## config.mk

```make
export PLATFORM = sky130hd
export DESIGN_NAME = three_class_group_queue_top
export DESIGN_NICKNAME = d
export VERILOG_FILES = /design/src/hw/rtl/tcgq_pkg.sv /design/src/hw/rtl/tcgq_cell.sv /design/src/hw/rtl/tcgq_lane.sv /design/src/hw/rtl/three_class_group_queue_top.sv
export SDC_FILE = /design/constraint.sdc
export NUM_CORES = 1
export LEC_CHECK = 0
export BUFFER_PORTS_ARGS = -buffer_cell sky130_fd_sc_hd__buf_2
export CORE_MARGIN = 10
export CORE_UTILIZATION = 50
export CTS_CLUSTER_SIZE = 30
export DETAILED_ROUTE_END_ITERATION = 8
export PLACE_DENSITY_LB_ADDON = 0.2
export REMOVE_ABC_BUFFERS = 1
export SETUP_SLACK_MARGIN = 0.15
export SLEW_MARGIN = 20
export SYNTH_ARGS = -nofsm -noshare
export SYNTH_HDL_FRONTEND = slang
export SYNTH_SLANG_ARGS = --single-unit
export TNS_END_PERCENT = 30
```

## constraint.sdc

```tcl
create_clock -name clk -period 6.8 [get_ports clk]
set_input_delay 0.68 -clock clk [delete_from_list [all_inputs] [get_ports clk]]
set_output_delay 0.68 -clock clk [all_outputs]
set_load 0.05 [all_outputs]
```

## src/hw/rtl/tcgq_pkg.sv

```systemverilog
package tcgq_pkg;

  localparam int ROLE_COUNT          = 3;
  localparam int ID_WIDTH            = 16;
  localparam int DEFAULT_QUEUE_DEPTH = 16;
  localparam int DEFAULT_ID_BITS     = 16;

  // operation codes
  localparam logic [1:0] OP_PUSH      = 2'd0;
  localparam logic [1:0] OP_POP_GROUP = 2'd1;
  localparam logic [1:0] OP_POP_ROLE  = 2'd2;
  localparam logic [1:0] OP_PEEK      = 2'd3;

  // role codes
  localparam logic [1:0] ROLE_DEFENDER = 2'd0;
  localparam logic [1:0] ROLE_HUNTER   = 2'd1;
  localparam logic [1:0] ROLE_BARD     = 2'd2;

  // result status codes
  localparam logic [1:0] STATUS_DONE  = 2'd0;
  localparam logic [1:0] STATUS_FULL  = 2'd1;
  localparam logic [1:0] STATUS_EMPTY = 2'd2;

  typedef struct packed {
    logic push;
    logic pop;
  } lane_ctrl_t;

endpackage

```

## src/hw/rtl/tcgq_cell.sv

```systemverilog
module tcgq_cell #(
  parameter int DATA_BITS = tcgq_pkg::DEFAULT_ID_BITS
) (
  input  logic                 clk,
  input  logic                 load,
  input  logic                 shift,
  input  logic [DATA_BITS-1:0] load_data,
  input  logic [DATA_BITS-1:0] shift_data,
  output logic [DATA_BITS-1:0] data
);

  // load takes a new tail entry, shift takes the neighbor toward the tail
  always_ff @(posedge clk) begin
    if (load) begin
      data <= load_data;
    end else if (shift) begin
      data <= shift_data;
    end
  end

endmodule

```

## src/hw/rtl/tcgq_lane.sv

```systemverilog
module tcgq_lane #(
  parameter int QUEUE_DEPTH = tcgq_pkg::DEFAULT_QUEUE_DEPTH,
  parameter int DATA_BITS   = tcgq_pkg::DEFAULT_ID_BITS
) (
  input  logic                               clk,
  input  logic                               rst,
  input  tcgq_pkg::lane_ctrl_t               ctrl,
  input  logic [DATA_BITS-1:0]               wr_data,
  output logic [DATA_BITS-1:0]               head,
  output logic [$clog2(QUEUE_DEPTH+1)-1:0]   fill
);
  import tcgq_pkg::*;

  localparam int FILL_W = $clog2(QUEUE_DEPTH + 1);

  logic [DATA_BITS-1:0] cell_data [QUEUE_DEPTH];

  // cell 0 is the head; a pop moves every entry one cell toward the head
  for (genvar i = 0; i < QUEUE_DEPTH; i++) begin : g_cell
    logic [DATA_BITS-1:0] neighbor;
    if (i == QUEUE_DEPTH - 1) begin : g_last
      assign neighbor = cell_data[i];
    end else begin : g_mid
      assign neighbor = cell_data[i+1];
    end

    tcgq_cell #(
      .DATA_BITS(DATA_BITS)
    ) u_cell (
      .clk       (clk),
      .load      (ctrl.push && (fill == FILL_W'(i))),
      .shift     (ctrl.pop),
      .load_data (wr_data),
      .shift_data(neighbor),
      .data      (cell_data[i])
    );
  end

  assign head = cell_data[0];

  always_ff @(posedge clk) begin
    if (rst) begin
      fill <= '0;
    end else if (ctrl.push) begin
      fill <= fill + FILL_W'(1);
    end else if (ctrl.pop) begin
      fill <= fill - FILL_W'(1);
    end
  end

endmodule

```

## src/hw/rtl/three_class_group_queue_top.sv

```systemverilog
// Latency: a result appears in the cycle after its item is accepted.
// Throughput: one item per cycle while the input is not stalled; each queue's
// row of cells writes its tail cell or shifts toward its head.
// The input stalls only while a finished result waits under output stall.
// Reset clears all queue fills and the output valid; cell contents are not
// cleared and are never shown before a push writes them.
module three_class_group_queue_top #(
  parameter int QUEUE_DEPTH = tcgq_pkg::DEFAULT_QUEUE_DEPTH,
  parameter int ID_BITS     = tcgq_pkg::DEFAULT_ID_BITS
) (
  input  logic                          clk,
  input  logic                          rst,
  input  logic                          in_valid,
  output logic                          in_stall,
  input  logic [1:0]                    opcode,
  input  logic [1:0]                    role,
  input  logic [tcgq_pkg::ID_WIDTH-1:0] player_id,
  output logic                          out_valid,
  input  logic                          out_stall,
  output logic [1:0]                    status,
  output logic [2:0]                    front_valid,
  output logic [tcgq_pkg::ID_WIDTH-1:0] front_defender,
  output logic [tcgq_pkg::ID_WIDTH-1:0] front_hunter,
  output logic [tcgq_pkg::ID_WIDTH-1:0] front_bard,
  output logic                          group_ready,
  output logic [5:0]                    total_count
);
  import tcgq_pkg::*;

  // identifiers keep at most the low ID_WIDTH bits of the port
  localparam int STORE_BITS = (ID_BITS < ID_WIDTH) ? ID_BITS : ID_WIDTH;
  localparam int FILL_W     = $clog2(QUEUE_DEPTH + 1);
  localparam int SUM_W      = FILL_W + 2;

  logic                  accept;
  logic [STORE_BITS-1:0] wr_data;
  lane_ctrl_t            ctrl       [ROLE_COUNT];
  logic [STORE_BITS-1:0] head       [ROLE_COUNT];
  logic [FILL_W-1:0]     fill       [ROLE_COUNT];
  logic [FILL_W-1:0]     fill_after [ROLE_COUNT];
  logic [ROLE_COUNT-1:0] role_sel;
  logic [ROLE_COUNT-1:0] nonempty;
  logic [ROLE_COUNT-1:0] full;
  logic [ROLE_COUNT-1:0] nonempty_after;
  logic [1:0]            status_next;
  logic [SUM_W-1:0]      sum_next;

  // a result waiting under stall holds the input; otherwise take an item
  assign in_stall = out_valid && out_stall;
  assign accept   = in_valid && !in_stall;
  assign wr_data  = player_id[STORE_BITS-1:0];

  for (genvar r = 0; r < ROLE_COUNT; r++) begin : g_role
    assign role_sel[r]       = (role == 2'(r));
    assign nonempty[r]       = (fill[r] != '0);
    assign full[r]           = (fill[r] == FILL_W'(QUEUE_DEPTH));
    assign fill_after[r]     = fill[r] + FILL_W'(ctrl[r].push) - FILL_W'(ctrl[r].pop);
    assign nonempty_after[r] = (fill_after[r] != '0);

    tcgq_lane #(
      .QUEUE_DEPTH(QUEUE_DEPTH),
      .DATA_BITS  (STORE_BITS)
    ) u_lane (
      .clk    (clk),
      .rst    (rst),
      .ctrl   (ctrl[r]),
      .wr_data(wr_data),
      .head   (head[r]),
      .fill   (fill[r])
    );
  end

  // decode the operation into per-lane push and pop strobes
  always_comb begin
    status_next = STATUS_DONE;
    for (int r = 0; r < ROLE_COUNT; r++) begin
      ctrl[r] = '0;
    end
    unique case (opcode)
      OP_PUSH: begin
        if ((role_sel & ~full) != '0) begin
          for (int r = 0; r < ROLE_COUNT; r++) begin
            ctrl[r].push = accept && role_sel[r];
          end
        end else begin
          // full queue or no such role: drop the identifier
          status_next = STATUS_FULL;
        end
      end
      OP_POP_GROUP: begin
        if (&nonempty) begin
          for (int r = 0; r < ROLE_COUNT; r++) begin
            ctrl[r].pop = accept;
          end
        end else begin
          status_next = STATUS_EMPTY;
        end
      end
      OP_POP_ROLE: begin
        if ((role_sel & nonempty) != '0) begin
          for (int r = 0; r < ROLE_COUNT; r++) begin
            ctrl[r].pop = accept && role_sel[r];
          end
        end else begin
          status_next = STATUS_EMPTY;
        end
      end
      OP_PEEK: begin
        status_next = STATUS_DONE;
      end
      default: begin
        status_next = STATUS_DONE;
      end
    endcase
  end

  // total after the step, kept modulo the output width
  assign sum_next = SUM_W'(fill_after[0]) + SUM_W'(fill_after[1]) + SUM_W'(fill_after[2]);

  always_ff @(posedge clk) begin
    if (rst) begin
      out_valid <= 1'b0;
    end else begin
      out_valid <= accept || (out_valid && out_stall);
    end
  end

  // result payload: fronts are the heads as they stood before the step
  always_ff @(posedge clk) begin
    if (accept) begin
      status         <= status_next;
      front_valid    <= nonempty;
      front_defender <= nonempty[0] ? ID_WIDTH'(head[0]) : '0;
      front_hunter   <= nonempty[1] ? ID_WIDTH'(head[1]) : '0;
      front_bard     <= nonempty[2] ? ID_WIDTH'(head[2]) : '0;
      group_ready    <= &nonempty_after;
      total_count    <= 6'(sum_next);
    end
  end

endmodule

```

Word level (Yosys, flattened, before mapping)
Index checks and enable logic that the tools add are counted.
W data, S select, Z words.
{ "classes": {"n_eq_ne": 53, "n_mux": 113, "bitwise": 3, "reduce_logical": 118, "addsub": 14} }
{ "ops": {"columns": ["cell", "count"], "rows": [
  ["$mux W16", 90],
  ["$eq A5 B4 Y1 const B", 24],
  ["$reduce_bool A2 Y1", 48],
  ["$eq A5 B3 Y1 const B", 12],
  ["$logic_and A1 B1 Y1", 53],
  ["$eq A5 B2 Y1 const B", 6],
  ["$mux W5", 6],
  ["$reduce_bool A5 Y1", 6],
  ["$add A5 B1 Y5", 3],
  ["$add A5 B1 Y5 const B", 3],
  ["$eq A5 B1 Y1 const B", 3],
  ["$eq A5 B5 Y1 const B", 3],
  ["$logic_not A5 Y1", 3],
  ["$sub A5 B1 Y5", 3],
  ["$sub A5 B1 Y5 const B", 3],
  ["$mux W1", 11],
  ["$pmux W2 S4", 1],
  ["$add A5 B5 Y6", 1],
  ["$add A6 B5 Y6", 1],
  ["$and A3 B3 Y3", 2],
  ["$eq A2 B2 Y1 const B", 3],
  ["$pmux W1 S2", 3],
  ["$reduce_and A3 Y1", 2],
  ["$reduce_bool A3 Y1", 2],
  ["6 further kinds", 9]
]} }
{ "word_totals": {"ff_bits": 844, "input_bits": 24, "word_cells": 360, "out_inout_bits": 62} }

Depth between registers and ports, before layout
{ "depth": {"word_depth": 10, "depth_mapped": 22, "ltp_nobuf": 20} }

Modules after synthesis
From an unflattened synthesis, not the netlist that was laid out.
{ "unflattened": {"cells_unflattened": 2125, "area_unflattened_um2": 39864.5} }
{ "modules_own_cells": {"columns": ["mod", "instances", "cells_per_inst", "area_per_inst_um2", "seq_area_each_um2"], "rows": [
  ["tcgq_cell", 48, 35, 732.0, 480.5],
  ["three_class_group_queue_top", 1, 256, 3330.7, 1821.7],
  ["tcgq_lane", 3, 63, 466.7, 100.1]
]} }

Least setup slack after synthesis
OpenSTA, ideal clock, no wires.
{ "synth_timing": {"kind": "register to register", "startpoint": "register g_role[0].u_lane.fill[2]", "endpoint": "register total_count[5], data pin", "setup_ns": 0.262, "required_time_ns": 6.538, "period_less_slack_ns": 4.895, "path_buffers": 3, "slack_ns": 1.905, "arrival_time_ns": 4.633, "path_stages_with_launch": 22, "cell_sequence": "dfxtp_1 > inv_1 > ha_1 > clkbuf_1 > nand3b_1 > a32oi_1 > or2_2 > clkbuf_1 > buf_1 > inv_1 > ha_1 > inv_1 > ha_1 > inv_1 > fa_1 > fa_1 > inv_1 > ha_1 > fa_1 > a21o_1 > a21oi_1 > xor2_1"} }
{ "synth_via": {"elab_chain_len": 10, "word_cells_on_any_way": 29, "classes_between": "8 x add/sub; 1 x eq/ne; 13 x mux; 3 x bitwise; 4 x reduce/logical"} }
{ "synth_rtl": {"columns": ["element", "line_no", "text"], "rows": [
  ["start, declared", "tcgq_lane.sv:10", "output logic [$clog2(QUEUE_DEPTH+1)-1:0] fill"],
  ["start signal, assigned", "tcgq_lane.sv:45", "fill <= fill + FILL_W'(1);"],
  ["start signal, assigned", "tcgq_lane.sv:47", "fill <= fill - FILL_W'(1);"],
  ["$eq A5 B5 Y1", "three_class_group_queue_top.sv:56", "assign full[r] = (fill[r] == FILL_W'(QUEUE_DEPTH));"],
  ["$not A3 Y3", "three_class_group_queue_top.sv:81", "if ((role_sel & ~full) != '0) begin"],
  ["$and A3 B3 Y3", "three_class_group_queue_top.sv:81", null],
  ["$reduce_bool A3 Y1", "three_class_group_queue_top.sv:81", null],
  ["$mux W1", "three_class_group_queue_top.sv:81", null],
  ["$mux W1", "three_class_group_queue_top.sv:79", "unique case (opcode)"],
  ["$add A5 B1 Y5", "three_class_group_queue_top.sv:57", "assign fill_after[r] = fill[r] + FILL_W'(ctrl[r].push) - FILL_W'(ctrl[r].pop);"],
  ["$sub A5 B1 Y5", "three_class_group_queue_top.sv:57", null],
  ["$add A5 B5 Y6", "three_class_group_queue_top.sv:118", "assign sum_next = SUM_W'(fill_after[0]) + SUM_W'(fill_after[1]) + SUM_W'(fill_after[2]);"],
  ["$add A6 B5 Y6 (*)", "three_class_group_queue_top.sv:118", null],
  ["net sum_next[5]", "three_class_group_queue_top.sv:46", "logic [SUM_W-1:0] sum_next;"],
  ["end signal, assigned", "three_class_group_queue_top.sv:137", "total_count <= 6'(sum_next);"],
  ["end, declared", "three_class_group_queue_top.sv:26", "output logic [5:0] total_count"]
]} }
Mark *: on every way through the listed nets, which the timed path passes. The rest lies on a longest branch.
A chain may end at the register's enable or synchronous reset.

Worst setup path in the final report
{ "layout_timing": {"startpoint": "register g_role[2].u_lane.fill[1]", "endpoint": "register total_count[5], data pin"} }
{ "layout_via": {"elab_chain_len": 10, "word_cells_on_any_way": 29, "classes_between": "8 x add/sub; 1 x eq/ne; 13 x mux; 3 x bitwise; 4 x reduce/logical"} }
{ "layout_rtl": {"columns": ["element", "line_no"], "rows": [
  ["start, declared", "tcgq_lane.sv:10"],
  ["start signal, assigned", "tcgq_lane.sv:45"],
  ["start signal, assigned", "tcgq_lane.sv:47"],
  ["$eq A5 B5 Y1", "three_class_group_queue_top.sv:56"],
  ["$not A3 Y3", "three_class_group_queue_top.sv:81"],
  ["$and A3 B3 Y3", "three_class_group_queue_top.sv:81"],
  ["$reduce_bool A3 Y1", "three_class_group_queue_top.sv:81"],
  ["$mux W1", "three_class_group_queue_top.sv:81"],
  ["$mux W1", "three_class_group_queue_top.sv:79"],
  ["$add A5 B1 Y5", "three_class_group_queue_top.sv:57"],
  ["$sub A5 B1 Y5", "three_class_group_queue_top.sv:57"],
  ["$add A5 B5 Y6", "three_class_group_queue_top.sv:118"],
  ["$add A6 B5 Y6 (*)", "three_class_group_queue_top.sv:118"],
  ["net sum_next[5]", "three_class_group_queue_top.sv:46"]
]} }
Marked as above.

==> impl_metrics.yaml <==
status:
  status: "completed"
synth:
  synth-edff-count: 828
  synth_top_area_share: 0.668
  synth_area_leaders: "edfxtp_1, mux2_2, ha_1, mux2_4, clkbuf_1"
  syn-cell-area_um2: 37200
  ys.flop_type: "edfxtp_1"
  yosysTopAreaCell: "edfxtp_1"
  yosys_warnings: 0
  async_reset_ff_frac: 0
  synth_area_per_cell_um2: 17.3
  synth-seq-cells: 844
  syn_inst: 2145
  seq_area_frac_synth: 0.677
  ys_types: 56
floorplanning:
  die_area_um2: 85700
  rows: 99
  io_pins: 86
  initial_core_util: 0.507
  die_h_um: 293
  die_w_um: 293
  design.core.area_um2: 73300
cts:
  cts_tree: "built"
  clk_latency_ns: 0.64
  cts_buffers: 85
  ctsHoldBuffers: 0
  cts.path.max_buffers: 3
  htree_levels: 3
  clkTransAtPathRegs_ns: 0.06
  post_cts_buffers: 0
  cts_num_sinks: 844
  cts_root_buf: "clkbuf_16"
  cts_resized: 0
placed_design:
  hpwl_mm: 38.8
  gp_congestion: 0.816
  postPlaceCellArea_um2: 38300
  port_buffers: 85
  pre_cts_ws_ns: 1.15
  numPlacedInstances: 3059
grt:
  globalRouteTotalUtil: 0.152
  grt_max_degree: 49
  grt_pass1_wl_mm: 105
  grt_remaining_overflow: 0
  grt_pass1_vias: 18600
  antenna_found_initial: 1
finish:
  ff_latch_area_um2: 25200
  final_core_util: 0.559
  drive_gt1_frac: 0.437
  multiInputGateArea_um2: 11200
  fill_cells: 5545
  synthToLayoutAreaGrowth_pct: 10.1
  diodes: 0
  postLayoutCellArea_um2: 41000
  finalNonFillerCells: 3213
  finalNetCount: 2283
routing:
  drt-wirelength-per-cell_um: 20.2
  viasPerCell: 5.49
  drtAntennaViolNets: 0
  via_count: 17600
  drt_iter0_drc: 1232
  drcViolationCount: 0
  drt-pass1-iter-count: 5
  wl_mm: 65.0
critical_path:
  path_common_cell: "inv_1"
  worstPathCellList: "inv_1 -> ha_1 -> nand3b_1 -> buf_4 -> nand3_1 -> o22ai_1 -> nand2_1 -> inv_1 -> ha_1 -> inv_1 -> ha_1 -> fa_1 -> inv_1 -> fa_1 -> inv_1 -> ha_1 -> fa_1 -> a21o_1 -> a21oi_1 -> xor2_1"
  max_stage_delay_ns: 0.60
  cp_max_fo: 23
  worstPathArrival_ns: 6.07
  worst_setup_path_end_kind: "register"
  critPathSlowestCell: "nand2_1"
  critPathLaunchType: "register"
  cp.required_ns: 7.18
  path_class: "register to register"
timing:
  layout_setup_ws_ns: 1.11
  min_period_ns: 5.69
  grt_setup_unrepaired: "no"
  slew_headroom: 0.246
  worstMarginPinSlew_ns: 1.13
  final-hold-violation-count: 0
  timing.hold.ws_ns: 0.410
  setup_viol: 0
  timing.fmax_mhz: 176
  min_period_over_period: 0.836
  drv_slew: 0
  finalClockSkew_ns: 0.0199
  setup_tns_ns: 0
power_and_ir_drop:
  p_leak_nw: 14.3
  vdd_ir_drop_max_mv: 0.192
  power_mw: 10.3
  powerDensity_nw_per_um2: 252
worst_hold_path:
  hp-class: "primary input to register"
job:
  maxCapViolations: 0
## cell type report
class / instances / share of cell area
clock buffer: 114 / 0.0551
clock inverter: 39 / 0.00867
inverter: 42 / 0.00385
multi-input combinational: 1107 / 0.274
sequential: 844 / 0.615
tap: 959 / 0.0293
timing repair buffer: 108 / 0.0149
## cells in the mapped netlist, drive strengths merged, types with 6 or more instances
cell type,n
edfxtp,828
mux2,728
clkbuf,94
nand2,87
ha,62
buf,58
and2,56
inv,41
nor2,29
nand3,21
a21oi,16
dfxtp,16
nor3b,12
fa,9
xnor2,9
and3,7
xor2,7
nor2b,6
## cell usage in the layout, fill, tap and decap left out, types with 9 or more instances in the layout
cell | synthesis | final
clkbuf_16 | 0 | 85
nor2_1 | 29 | 27
buf_2 | 23 | 83
mux2_2 | 690 | 690
mux2_1 | 11 | 11
dfxtp_1 | 16 | 16
and2_1 | 56 | 55
nand2_1 | 70 | 70
inv_1 | 40 | 40
a21oi_1 | 16 | 16
buf_4 | 2 | 24
xnor2_1 | 9 | 9
clkinv_2 | 0 | 12
ha_1 | 62 | 62
edfxtp_1 | 828 | 828
nand2_2 | 14 | 14
mux2_4 | 27 | 27
clkbuf_1 | 94 | 27
clkinv_1 | 1 | 17
fa_1 | 9 | 9
## flip-flops by register name, indices dropped and copies added (netlist names), 2 cells and up
| register | count |
|---|---|
| front_defender | 16 |
| front_hunter | 16 |
| total_count | 6 |
| g_role.u_lane.fill | 15 |
| status | 2 |
| front_bard | 16 |
| g_role.u_lane.g_cell.u_cell.data | 768 |
| front_valid | 3 |
## logic make-up after synthesis
logic type / after synthesis / share of synthesized area
mux: 729 / 0.223
buf+inv: 194 / 0.0228
compound gates: 50 / 0.00908
flops: 844 / 0.677
xor+xnor: 16 / 0.00377
fa+ha+maj: 71 / 0.0257
simple gates: 241 / 0.0387
## power breakdown
part | total (mW) | switching, mW | internal [mW]
clock network | 4.37 | 1.94 | 2.43
logic | 0.288 | 0.233 | 0.0543
registers | 5.68 | 0.00884 | 5.67
## worst paths after layout
| kind | startpoint | endpoint | slack, ns | cells past startpoint |
|---|---|---|---|---|
| worst max-delay path | g_role[2].u_lane.fill[1]$_SDFFE_PP0P_ | total_count[5]$_DFFE_PN_ | 1.11 | 20 |
| worst min register to register | g_role[2].u_lane.g_cell[0].u_cell.data[9]$_DFFE_PP_ | front_bard[9]$_SDFFCE_PP0N_ | 0.51 | 1 |
| worst max register to register | g_role[2].u_lane.fill[1]$_SDFFE_PP0P_ | total_count[5]$_DFFE_PN_ | 1.11 | 20 |
| worst min-delay path | in_valid | out_valid$_SDFF_PP0_ | 0.41 | 3 |
## worst max-delay path: cells and delay by family (launching register included)
| kind | cells | cell delay [ns] |
|---|---|---|
| adders and majority gates | 7 | 2.31 |
| AOI/OAI and AO/OA | 3 | 0.92 |
| buffers and inverters | 6 | 0.76 |
| and+or+nand+nor | 3 | 0.84 |
| xor gates and xnor gates | 1 | 0.09 |
| DFF | 1 | 0.49 |
## layer usage
metal / up-vias / track usage / wire length (µm)
met2: 356 / 0.238 / 29500
met5: - / 0 / 0
met1: 8929 / 0.218 / 31600
met4: 0 / 0.0456 / 1160
li1: 8281 / - / -
met3: 82 / 0.0252 / 2780
(Power assumes the default switching activity.)
